===== config.mk =====
export PLATFORM = sky130hd
export DESIGN_NAME = max_tracking_record_buffer_top
export DESIGN_NICKNAME = d
export VERILOG_FILES = /design/src/sv/mtrb_pkg.sv /design/src/sv/mtrb_ram.sv /design/src/sv/max_tracking_record_buffer_top.sv
export SDC_FILE = /design/constraint.sdc
export NUM_CORES = 2
export LEC_CHECK = 0
export ABC_CLOCK_PERIOD_IN_PS = 17700
export BUFFER_PORTS_ARGS = -buffer_cell sky130_fd_sc_hd__buf_4
export CAP_MARGIN = 10
export CORE_MARGIN = 10
export CORE_UTILIZATION = 60
export CTS_CLUSTER_DIAMETER = 150
export DETAILED_ROUTE_END_ITERATION = 6
export PLACE_DENSITY = 0.77
export SYNTH_ARGS = -nofsm -noshare
export SYNTH_HDL_FRONTEND = slang
export SYNTH_SLANG_ARGS = --single-unit

===== constraint.sdc =====
create_clock -name clk_i -period 17.7 [get_ports clk_i]
set_input_delay 3.54 -clock clk_i [delete_from_list [all_inputs] [get_ports clk_i]]
set_output_delay 3.54 -clock clk_i [all_outputs]
set_load 0.02 [all_outputs]

===== src/sv/mtrb_pkg.sv =====
package mtrb_pkg;

  localparam int DEPTH         = 16;
  localparam int IDX_W         = 4;
  localparam int CNT_W         = 5;
  localparam int KEY_WIDTH_DEF = 32;
  localparam int PAY_WIDTH_DEF = 32;

  typedef enum logic [2:0] {
    CMD_APPEND = 3'd0,
    CMD_INSERT = 3'd1,
    CMD_PULL   = 3'd2,
    CMD_PEEK   = 3'd3,
    CMD_READ   = 3'd4,
    CMD_WRITE  = 3'd5,
    CMD_SWAP   = 3'd6,
    CMD_CLEAR  = 3'd7
  } cmd_e;

  typedef enum logic [2:0] {
    RC_OK       = 3'd0,
    RC_FULL     = 3'd1,
    RC_EMPTY    = 3'd2,
    RC_INACTIVE = 3'd3,
    RC_BADPOS   = 3'd4,
    RC_NOSPACE  = 3'd5
  } rc_e;

  typedef enum logic [1:0] {
    ST_EMPTY   = 2'd0,
    ST_ACTIVE  = 2'd1,
    ST_REMOVED = 2'd2,
    ST_UNUSED  = 2'd3
  } status_e;

  typedef enum logic [3:0] {
    S_IDLE,
    S_RD_WAIT,
    S_SHIFT,
    S_PUT,
    S_SWAP_A,
    S_SWAP_B,
    S_SWAP_W,
    S_SCAN,
    S_DONE
  } state_e;

endpackage


===== src/sv/mtrb_ram.sv =====
module mtrb_ram #(
  parameter int WIDTH = 64,
  parameter int DEPTH = 16
) (
  input  logic                     clk_i,
  input  logic                     we_i,
  input  logic [$clog2(DEPTH)-1:0] waddr_i,
  input  logic [WIDTH-1:0]         wdata_i,
  input  logic [$clog2(DEPTH)-1:0] raddr_i,
  output logic [WIDTH-1:0]         rdata_o
);

  logic [WIDTH-1:0] mem_q [DEPTH];

  always_ff @(posedge clk_i) begin
    if (we_i) begin
      mem_q[waddr_i] <= wdata_i;
    end
    rdata_o <= mem_q[raddr_i];
  end

endmodule


===== src/sv/max_tracking_record_buffer_top.sv =====
// Record buffer of 16 slots that tracks the largest active key (signed compare, lowest slot wins
// ties). Keys and payloads live in one RAM with a registered read; slot status, count and the
// maximum index sit in flops. One command is taken at a time; s_axis_tready is high only while
// the block is idle. Every command that changes the slots ends with a scan of all 16 slots, one
// RAM read a cycle. An insert that shifts first moves the occupied slots one by one and then
// writes the new record; a swap reads both slots, then writes each back to the other. The
// result waits in an output register until m_axis_tready takes it.
module max_tracking_record_buffer_top #(
  parameter int KEY_WIDTH     = mtrb_pkg::KEY_WIDTH_DEF,
  parameter int PAYLOAD_WIDTH = mtrb_pkg::PAY_WIDTH_DEF,
  localparam int DATA_W = ((KEY_WIDTH + PAYLOAD_WIDTH + 10 + 7) / 8) * 8
) (
  input  logic              clk_i,
  input  logic              rst_ni,
  input  logic              s_axis_tvalid,
  output logic              s_axis_tready,
  // key_in, payload_in, status_in, index_a, index_b
  input  logic [DATA_W-1:0] s_axis_tdata,
  // cmd
  input  logic [2:0]        s_axis_tuser,
  output logic              m_axis_tvalid,
  input  logic              m_axis_tready,
  // key_out, payload_out, count_out, max_valid, max_slot
  output logic [DATA_W-1:0] m_axis_tdata,
  // result_code
  output logic [2:0]        m_axis_tuser
);

  import mtrb_pkg::*;

  localparam int RW = KEY_WIDTH + PAYLOAD_WIDTH;
  localparam int PW = PAYLOAD_WIDTH;
  localparam int KW = KEY_WIDTH;

  state_e state_q, state_d;

  logic [1:0]       status_q [DEPTH];
  logic [1:0]       status_d [DEPTH];
  logic [CNT_W-1:0] count_q, count_d;
  logic             maxv_q, maxv_d;
  logic [IDX_W-1:0] maxi_q, maxi_d;

  logic [2:0]       cmd_q, cmd_d;
  logic [KW-1:0]    key_q, key_d;
  logic [PW-1:0]    pay_q, pay_d;
  logic [IDX_W-1:0] ia_q, ia_d;
  logic [IDX_W-1:0] ib_q, ib_d;
  logic [IDX_W-1:0] tgt_q, tgt_d;
  logic             up_q, up_d;
  logic [CNT_W-1:0] ptr_q, ptr_d;
  logic             pend_q, pend_d;
  logic [IDX_W-1:0] wdst_q, wdst_d;
  logic [RW-1:0]    tmp_q, tmp_d;
  logic             sv_q, sv_d;
  logic [IDX_W-1:0] sidx_q, sidx_d;
  logic [CNT_W-1:0] n_q, n_d;
  logic             found_q, found_d;
  logic [KW-1:0]    best_q, best_d;
  logic [IDX_W-1:0] bi_q, bi_d;
  logic [2:0]       rc_q, rc_d;
  logic [KW-1:0]    ko_q, ko_d;
  logic [PW-1:0]    po_q, po_d;

  logic              ov_q, ov_d;
  logic [2:0]        orc_q, orc_d;
  logic [DATA_W-1:0] odata_q, odata_d;

  logic             ram_we;
  logic [IDX_W-1:0] ram_waddr, ram_raddr;
  logic [RW-1:0]    ram_wdata, ram_rdata;

  logic [KW-1:0]    in_key;
  logic [PW-1:0]    in_pay;
  logic [1:0]       in_st;
  logic [IDX_W-1:0] in_ia, in_ib;
  logic [KW-1:0]    rd_key;
  logic [PW-1:0]    rd_pay;

  logic             up_ok, dn_ok;
  logic [IDX_W-1:0] fu, fd;

  assign in_key = s_axis_tdata[KW-1:0];
  assign in_pay = s_axis_tdata[RW-1:KW];
  assign in_st  = s_axis_tdata[RW+1:RW];
  assign in_ia  = s_axis_tdata[RW+5:RW+2];
  assign in_ib  = s_axis_tdata[RW+9:RW+6];
  assign rd_key = ram_rdata[RW-1:PW];
  assign rd_pay = ram_rdata[PW-1:0];

  assign s_axis_tready = (state_q == S_IDLE);
  assign m_axis_tvalid = ov_q;
  assign m_axis_tdata  = odata_q;
  assign m_axis_tuser  = orc_q;

  mtrb_ram #(
    .WIDTH (RW),
    .DEPTH (DEPTH)
  ) u_ram (
    .clk_i   (clk_i),
    .we_i    (ram_we),
    .waddr_i (ram_waddr),
    .wdata_i (ram_wdata),
    .raddr_i (ram_raddr),
    .rdata_o (ram_rdata)
  );

  // free slot search for an insert into an active slot
  always_comb begin
    up_ok = 1'b0;
    dn_ok = 1'b0;
    fu    = '0;
    fd    = '0;
    for (int j = 0; j < DEPTH; j++) begin
      if (j > int'(in_ia) && status_q[j] != ST_ACTIVE) begin
        up_ok = 1'b1;
        fu    = IDX_W'(j);
      end
    end
    for (int j = DEPTH - 1; j >= 0; j--) begin
      if (j < int'(in_ia) && status_q[j] != ST_ACTIVE) begin
        dn_ok = 1'b1;
        fd    = IDX_W'(j);
      end
    end
  end

  always_comb begin
    state_d   = state_q;
    status_d  = status_q;
    count_d   = count_q;
    maxv_d    = maxv_q;
    maxi_d    = maxi_q;
    cmd_d     = cmd_q;
    key_d     = key_q;
    pay_d     = pay_q;
    ia_d      = ia_q;
    ib_d      = ib_q;
    tgt_d     = tgt_q;
    up_d      = up_q;
    ptr_d     = ptr_q;
    pend_d    = pend_q;
    wdst_d    = wdst_q;
    tmp_d     = tmp_q;
    sv_d      = sv_q;
    sidx_d    = sidx_q;
    n_d       = n_q;
    found_d   = found_q;
    best_d    = best_q;
    bi_d      = bi_q;
    rc_d      = rc_q;
    ko_d      = ko_q;
    po_d      = po_q;
    ov_d      = ov_q & ~m_axis_tready;
    orc_d     = orc_q;
    odata_d   = odata_q;
    ram_we    = 1'b0;
    ram_waddr = '0;
    ram_wdata = {key_q, pay_q};
    ram_raddr = '0;

    unique case (state_q)
      S_IDLE: begin
        if (s_axis_tvalid) begin
          cmd_d = s_axis_tuser;
          key_d = in_key;
          pay_d = in_pay;
          ia_d  = in_ia;
          ib_d  = in_ib;
          rc_d  = RC_OK;
          ko_d  = '0;
          po_d  = '0;
          ptr_d = '0;
          sv_d  = 1'b0;
          n_d   = '0;
          found_d = 1'b0;
          state_d = S_DONE;
          unique case (cmd_e'(s_axis_tuser))
            CMD_APPEND: begin
              if (count_q >= CNT_W'(DEPTH)) begin
                rc_d = RC_FULL;
              end else if (in_st != ST_ACTIVE) begin
                rc_d = RC_INACTIVE;
              end else begin
                ram_we    = 1'b1;
                ram_waddr = count_q[IDX_W-1:0];
                ram_wdata = {in_key, in_pay};
                status_d[count_q[IDX_W-1:0]] = ST_ACTIVE;
                state_d   = S_SCAN;
              end
            end
            CMD_INSERT: begin
              if ({1'b0, in_ia} >= CNT_W'(DEPTH)) begin
                rc_d = RC_BADPOS;
              end else if (count_q >= CNT_W'(DEPTH)) begin
                rc_d = RC_FULL;
              end else if (in_st != ST_ACTIVE) begin
                rc_d = RC_INACTIVE;
              end else if (status_q[in_ia] != ST_ACTIVE) begin
                ram_we    = 1'b1;
                ram_waddr = in_ia;
                ram_wdata = {in_key, in_pay};
                status_d[in_ia] = ST_ACTIVE;
                state_d   = S_SCAN;
              end else if (up_ok) begin
                for (int j = 0; j < DEPTH; j++) begin
                  if (j > int'(in_ia) && j <= int'(fu)) begin
                    status_d[j] = status_q[(j + DEPTH - 1) % DEPTH];
                  end
                end
                status_d[in_ia] = ST_ACTIVE;
                up_d    = 1'b1;
                ptr_d   = {1'b0, fu};
                tgt_d   = in_ia;
                pend_d  = 1'b0;
                state_d = S_SHIFT;
              end else if (dn_ok) begin
                for (int j = 0; j < DEPTH; j++) begin
                  if (j >= int'(fd) && j + 1 < int'(in_ia)) begin
                    status_d[j] = status_q[(j + 1) % DEPTH];
                  end
                end
                status_d[in_ia - 1'b1] = ST_ACTIVE;
                up_d    = 1'b0;
                ptr_d   = {1'b0, fd};
                tgt_d   = in_ia - 1'b1;
                pend_d  = 1'b0;
                state_d = S_SHIFT;
              end else begin
                rc_d = RC_NOSPACE;
              end
            end
            CMD_PULL, CMD_PEEK: begin
              if (!maxv_q) begin
                rc_d = RC_EMPTY;
              end else begin
                ram_raddr = maxi_q;
                state_d   = S_RD_WAIT;
              end
            end
            CMD_READ: begin
              if ({1'b0, in_ia} >= CNT_W'(DEPTH)) begin
                rc_d = RC_BADPOS;
              end else if (count_q == '0) begin
                rc_d = RC_EMPTY;
              end else if (status_q[in_ia] != ST_ACTIVE) begin
                rc_d = RC_INACTIVE;
              end else begin
                ram_raddr = in_ia;
                state_d   = S_RD_WAIT;
              end
            end
            CMD_WRITE: begin
              if ({1'b0, in_ia} >= CNT_W'(DEPTH)) begin
                rc_d = RC_BADPOS;
              end else begin
                ram_we    = 1'b1;
                ram_waddr = in_ia;
                ram_wdata = {in_key, in_pay};
                status_d[in_ia] = (in_st == ST_UNUSED) ? ST_EMPTY : in_st;
                state_d   = S_SCAN;
              end
            end
            CMD_SWAP: begin
              if ({1'b0, in_ia} >= CNT_W'(DEPTH) || {1'b0, in_ib} >= CNT_W'(DEPTH)) begin
                rc_d = RC_BADPOS;
              end else if (count_q == '0) begin
                rc_d = RC_EMPTY;
              end else if (status_q[in_ia] != ST_ACTIVE || status_q[in_ib] != ST_ACTIVE) begin
                rc_d = RC_INACTIVE;
              end else begin
                ram_raddr = in_ia;
                state_d   = S_SWAP_A;
              end
            end
            CMD_CLEAR: begin
              for (int j = 0; j < DEPTH; j++) begin
                status_d[j] = ST_EMPTY;
              end
              state_d = S_SCAN;
            end
            default: state_d = S_DONE;
          endcase
        end
      end

      S_RD_WAIT: begin
        ko_d = rd_key;
        po_d = rd_pay;
        if (cmd_q == CMD_PULL) begin
          status_d[maxi_q] = ST_REMOVED;
          state_d = S_SCAN;
        end else begin
          state_d = S_DONE;
        end
      end

      // copy one slot a cycle: read the source, write it next cycle one slot toward the free slot
      S_SHIFT: begin
        if (pend_q) begin
          ram_we    = 1'b1;
          ram_waddr = wdst_q;
          ram_wdata = ram_rdata;
        end
        if (ptr_q[IDX_W-1:0] != tgt_q) begin
          ram_raddr = up_q ? ptr_q[IDX_W-1:0] - 1'b1 : ptr_q[IDX_W-1:0] + 1'b1;
          pend_d    = 1'b1;
          wdst_d    = ptr_q[IDX_W-1:0];
          ptr_d     = up_q ? ptr_q - 1'b1 : ptr_q + 1'b1;
        end else begin
          pend_d  = 1'b0;
          state_d = S_PUT;
        end
      end

      S_PUT: begin
        ram_we    = 1'b1;
        ram_waddr = tgt_q;
        ptr_d     = '0;
        state_d   = S_SCAN;
      end

      S_SWAP_A: begin
        tmp_d     = ram_rdata;
        ram_raddr = ib_q;
        state_d   = S_SWAP_B;
      end

      S_SWAP_B: begin
        ram_we    = 1'b1;
        ram_waddr = ia_q;
        ram_wdata = ram_rdata;
        state_d   = S_SWAP_W;
      end

      S_SWAP_W: begin
        ram_we    = 1'b1;
        ram_waddr = ib_q;
        ram_wdata = tmp_q;
        ptr_d     = '0;
        state_d   = S_SCAN;
      end

      // recount and find the maximum, one slot read a cycle
      S_SCAN: begin
        if (ptr_q < CNT_W'(DEPTH)) begin
          ram_raddr = ptr_q[IDX_W-1:0];
          sv_d      = 1'b1;
          sidx_d    = ptr_q[IDX_W-1:0];
          ptr_d     = ptr_q + 1'b1;
        end else begin
          sv_d = 1'b0;
        end
        if (sv_q) begin
          if (status_q[sidx_q] == ST_ACTIVE) begin
            n_d = n_q + 1'b1;
            if (!found_q || $signed(rd_key) > $signed(best_q)) begin
              found_d = 1'b1;
              best_d  = rd_key;
              bi_d    = sidx_q;
            end
          end
          if (sidx_q == IDX_W'(DEPTH - 1)) begin
            count_d = n_d;
            maxv_d  = found_d;
            maxi_d  = found_d ? bi_d : '0;
            sv_d    = 1'b0;
            state_d = S_DONE;
          end
        end
      end

      S_DONE: begin
        if (!ov_q || m_axis_tready) begin
          ov_d    = 1'b1;
          orc_d   = rc_q;
          odata_d = DATA_W'({maxi_q, maxv_q, count_q, po_q, ko_q});
          state_d = S_IDLE;
        end
      end

      default: state_d = S_IDLE;
    endcase
  end

  always_ff @(posedge clk_i or negedge rst_ni) begin
    if (!rst_ni) begin
      state_q <= S_IDLE;
      for (int j = 0; j < DEPTH; j++) begin
        status_q[j] <= ST_EMPTY;
      end
      count_q <= '0;
      maxv_q  <= 1'b0;
      maxi_q  <= '0;
      pend_q  <= 1'b0;
      sv_q    <= 1'b0;
      ov_q    <= 1'b0;
    end else begin
      state_q  <= state_d;
      status_q <= status_d;
      count_q  <= count_d;
      maxv_q   <= maxv_d;
      maxi_q   <= maxi_d;
      pend_q   <= pend_d;
      sv_q     <= sv_d;
      ov_q     <= ov_d;
    end
  end

  always_ff @(posedge clk_i) begin
    cmd_q   <= cmd_d;
    key_q   <= key_d;
    pay_q   <= pay_d;
    ia_q    <= ia_d;
    ib_q    <= ib_d;
    tgt_q   <= tgt_d;
    up_q    <= up_d;
    ptr_q   <= ptr_d;
    wdst_q  <= wdst_d;
    tmp_q   <= tmp_d;
    sidx_q  <= sidx_d;
    n_q     <= n_d;
    found_q <= found_d;
    best_q  <= best_d;
    bi_q    <= bi_d;
    rc_q    <= rc_d;
    ko_q    <= ko_d;
    po_q    <= po_d;
    orc_q   <= orc_d;
    odata_q <= odata_d;
  end

endmodule

==> results.txt <==
- Ys async rst share: 3.31%
- Most used standard cells in the synthesized netlist: sky130_fd_sc_hd__edfxtp_1, sky130_fd_sc_hd__nand2_1, sky130_fd_sc_hd__a21oi_1
- Endpoint class of the critical path: flop
- Worst rel slew slack: 11.6%
- HP Start: ko_q[4]
* Fin cells: 6329
- Worst R2R Start: state_q[0]
- For hold timing, the worst endpoint is m_axis_tdata[4].
* Cells taking the most area after synthesis: sky130_fd_sc_hd__edfxtp_1, sky130_fd_sc_hd__nand2_1, sky130_fd_sc_hd__a32oi_1
* Final core utilization: 67.3%
- The min-delay analysis places its worst path in the category reg2reg.
- Of the total power, the share spent switching nets is 37.8%.
- After detailed placement, the total cell area comes to 0.0646 mm².
- The routed layout has 43.0k vias.
* Kind of start point of the critical path: input port
- The number of hold buffers added after CTS was 0.
* Minimum clock period: 8830 ps
- Cts bufs inserted: 148
- Top cell type by total area after synthesis: sky130_fd_sc_hd__edfxtp_1
* Setup Crit Path Kind: in2reg
* Flip-flop and latch count after synthesis: 1480
- Max-cap violations in this run came to 0.
- Power share of the clock group: 22.5%
- Series of cell instances along the critical path: buf_4, or2_1, a21oi_1, a31oi_1, o21a_2, a21oi_1, or2_2, and3_2, buf_4, o21ai_0, nor2_4, buf_4
* Synth Area per Inst: 13.1 µm²
- Across all register-to-register paths, the minimum setup slack is 11150 ps.
- From synthesis to final layout, the design area changed by 11.5%.
- Vias in the first global route: 41.1k
* Via density per instance: 6.79
* Number of cells on the worst reg-to-reg path: 8
- Of the available clock period, the critical path in the final layout requires 49.9%.
* Power density over the cells: 203 mW/mm²
- At the worst endpoint, the required time is 18060 ps.
* Internal Pwr Total: 8.78 mW
- Between clock sinks in the finished design, the worst skew comes to 41.3 ps.
* Syn Inst Count: 4764
- First-pass GRT wire length: 257 mm
- TritonCTS built the clock tree.
* Number of DRC markers after the initial detailed-route iteration: 6550
- The most numerous cell type found on the critical path is sky130_fd_sc_hd__buf_4.
- Netlist area before placement: 0.0623 mm²
- Initial antenna violation count: 4
- Aggregate negative setup slack: 0 ps
* Distinct cells, synth: 107
- Counting every sink on the clock net gives 1480.
- Among all stages on the critical path, the largest delay is contributed by sky130_fd_sc_hd__buf_4.
- Die Span X: 342 µm
- Setup Viol. Count Final: 0
* Number of flops mapped to enable cells by yosys: 1367
- Total Die Area: 0.117 mm²
- Clock slew seen by the registers of the worst setup and hold paths: 50 ps
- Number of levels in the clock H-tree: 4
- Master cell of the clock root buffer: sky130_fd_sc_hd__clkbuf_16
* Buffers on Ports: 159
- Summed over all layers, the global routing overflow is 0.
- Detailed placement finished with a half-perimeter wire length of 94.5 mm.
* IR Drop Worst-Case VDD: 0.194 mV
- Once placement completed, the tool counted placed cells totaling 6056.
- Unrepaired setup endpoints after global routing: no
* Sw power: 5.33 mW
- Nets: 4958
* Post-CTS resize count: 0
- The routed design has 174 mm of wire.
- Yosys printed 0 warnings.
- Global-route usage over all layers: 28.9%
- Fin. max-slew vios: 0
* Chip Height: 342 µm
- Biggest fanout along the worst timing path: 52
- Worst Tran Pin Value: 1320 ps
* Most frequent cell after synthesis: sky130_fd_sc_hd__edfxtp_1
- Combinational power share: 35.1%
- Detail Route Antenna Nets: 0
* Static Leakage: 23.4 nW
* Hold WS: 407 ps
- For this run, the top clock speed supported by timing is 113 MHz.
- Final Hold Violating Endpoints: 0
* Drt pass-1 iters: 7
* Crit path arrival time: 9190 ps
- Largest net degree at the start of global routing: 257
- Pin placement for this block handled 172 I/O pins.
- The largest single stage delay on the critical path is 980 ps.
- Counting along the longest clock path gives a buffer depth of 3.
- After floorplanning, the core was divided into 118 placement rows.
* Std-Cell Core Area: 0.103 mm²
- For this run, the leading register cell type out of synthesis is sky130_fd_sc_hd__edfxtp_1.
- Number of design rule violations left after detail routing: 0
- Sequential share of power: 42.4%
* Sequential-to-total area share from yosys stat: 69.9%
- Later-pin clock latency in the skew report: 780 ps
- Dividing the detail-routed wire length by the instance count gives 27.5 µm.
* Count of buffers added by post-CTS timing repair for setup: 0
* Depth of the worst hold-timing path: 0
- In this run the critical register-to-register path is captured at u_ram.mem_q[8][16].
* Fraction of synthesized cell area taken by the top area cell type: 65.8%
- Run status: finished, final reports clean
* Proportion of layout cells with a drive suffix above 1: 11.7%
- The congestion estimate from routability-driven global placement came to 0.953.
- For this configuration, the core starts out at a cell density of 60.3%.
* Post-route cell area: 0.0695 mm²
power by group through the flow:
| stage | registers, mW | logic, mW | clock network (mW) |
|---|---|---|---|
| finish | 5.98 | 4.95 | 3.18 |
| global route | 6.04 | 5.33 | 3.34 |
| CTS | 5.96 | 4.84 | 3.20 |
| detailed placement | 6.02 | 4.77 | 0 |
| global placement | 5.99 | 4.61 | 0 |
| floorplan | 5.89 | 3.27 | 0 |
routing by layer:
| metal | global-route usage (%) | up-vias | share of wire [%] |
|---|---|---|---|
| met2 | 43.7 | 3094 | 45 |
| li1 | - | 18400 | - |
| met5 | 0 | - | 0 |
| met4 | 11.2 | 0 | 3.3 |
| met1 | 40.2 | 21100 | 38 |
| met3 | 7.20 | 408 | 13 |
area by class of cell:
| cell class | instances | area, µm² |
|---|---|---|
| Antenna cell | 1 | 2.50 |
| Clock buffer | 201 | 4110 |
| Clock inverter | 71 | 831 |
| Fill cell | 6938 | 33800 |
| Inverter | 59 | 224 |
| Multi-Input combinational cell | 2886 | 17200 |
| Sequential cell | 1480 | 43600 |
| Tap cell | 1380 | 1730 |
| Timing Repair Buffer | 251 | 1910 |
sequential cells by signal, indices dropped and copies added (netlist names), 4 cells and up:
signal,count
bi_q,4
pay_q,32
u_ram.mem_q,1024
wdst_q,4
sidx_q,4
m_axis_tdata,74
tmp_q,64
tgt_q,4
key_q,32
u_ram.rdata_o,64
status_q,32
ko_q,32
best_q,32
maxi_q,4
state_q,4
ptr_q,5
n_q,5
count_q,5
po_q,32
ia_q,4
ib_q,4
layout by cell type (no fill, tap or decap), types with 12 or more instances in the layout:
master and instances:
sky130_fd_sc_hd__a211oi_1 19, sky130_fd_sc_hd__a21o_1 15, sky130_fd_sc_hd__a21oi_1 378, sky130_fd_sc_hd__a221o_1 52
sky130_fd_sc_hd__a221oi_1 60, sky130_fd_sc_hd__a222oi_1 15, sky130_fd_sc_hd__a22oi_1 155, sky130_fd_sc_hd__a31oi_1 31
sky130_fd_sc_hd__a32oi_1 265, sky130_fd_sc_hd__and2_1 74, sky130_fd_sc_hd__buf_4 249, sky130_fd_sc_hd__bufinv_16 15
sky130_fd_sc_hd__clkbuf_1 37, sky130_fd_sc_hd__clkbuf_16 152, sky130_fd_sc_hd__clkbuf_8 12, sky130_fd_sc_hd__clkinv_1 18
sky130_fd_sc_hd__clkinv_2 20, sky130_fd_sc_hd__dfrtp_1 49, sky130_fd_sc_hd__dfxtp_1 64, sky130_fd_sc_hd__edfxtp_1 1367
sky130_fd_sc_hd__ha_1 44, sky130_fd_sc_hd__inv_1 56, sky130_fd_sc_hd__mux2_2 17, sky130_fd_sc_hd__mux2i_1 25
sky130_fd_sc_hd__nand2_1 962, sky130_fd_sc_hd__nand2b_1 37, sky130_fd_sc_hd__nand3_1 44, sky130_fd_sc_hd__nand4_1 18
sky130_fd_sc_hd__nor2_1 197, sky130_fd_sc_hd__nor2_4 18, sky130_fd_sc_hd__nor2b_1 30, sky130_fd_sc_hd__nor3_1 34
sky130_fd_sc_hd__o211ai_1 14, sky130_fd_sc_hd__o21a_1 13, sky130_fd_sc_hd__o21ai_0 108, sky130_fd_sc_hd__o22ai_1 18
sky130_fd_sc_hd__o31ai_1 14
worst max-delay path by stage:
stage	slack (ps)	end	cells after the start	from
final	8870	u_ram.mem_q[8][16]	12	s_axis_tdata[69]
after global routing	8700	u_ram.rdata_o[52]	11	s_axis_tdata[69]
after CTS	9110	u_ram.mem_q[8][20]	12	s_axis_tdata[69]
after detailed placement	8340	u_ram.mem_q[8][16]	12	s_axis_tdata[69]
after global placement	8390	u_ram.mem_q[8][16]	12	s_axis_tdata[69]
after floorplan	7190	u_ram.mem_q[12][0]	10	s_axis_tdata[66]
critical path: cells and delay by family:
family | cells | cell delay, ps
AO/OA/AOI/OAI | 5 | 1840
AND/OR/NAND/NOR | 4 | 1620
buffers and inverters | 3 | 2060
per-stage QoR:
step | setup WS (ps) | total power, mW
floorplan | 7190 | 9.16
global placement | 8390 | 10.6
detailed placement | 8340 | 10.8
CTS | 9110 | 14.0
global route | 8700 | 14.7
finish | 8870 | 14.1
cell families (layout without fill, tap and decap cells):
logic type / Yosys count / after routing / synth area share [%]
buf+inv: 403 / 582 / 3.00
other cells: 1 / 7 / 0.00602
mux: 54 / 54 / 1.12
compound gates: 1270 / 1270 / 14.5
xor+xnor: 16 / 16 / 0.225
fa+ha+maj: 45 / 45 / 0.915
flops: 1480 / 1480 / 69.9
simple gates: 1495 / 1495 / 10.3
No activity file was read; power rests on OpenSTA's default activity.
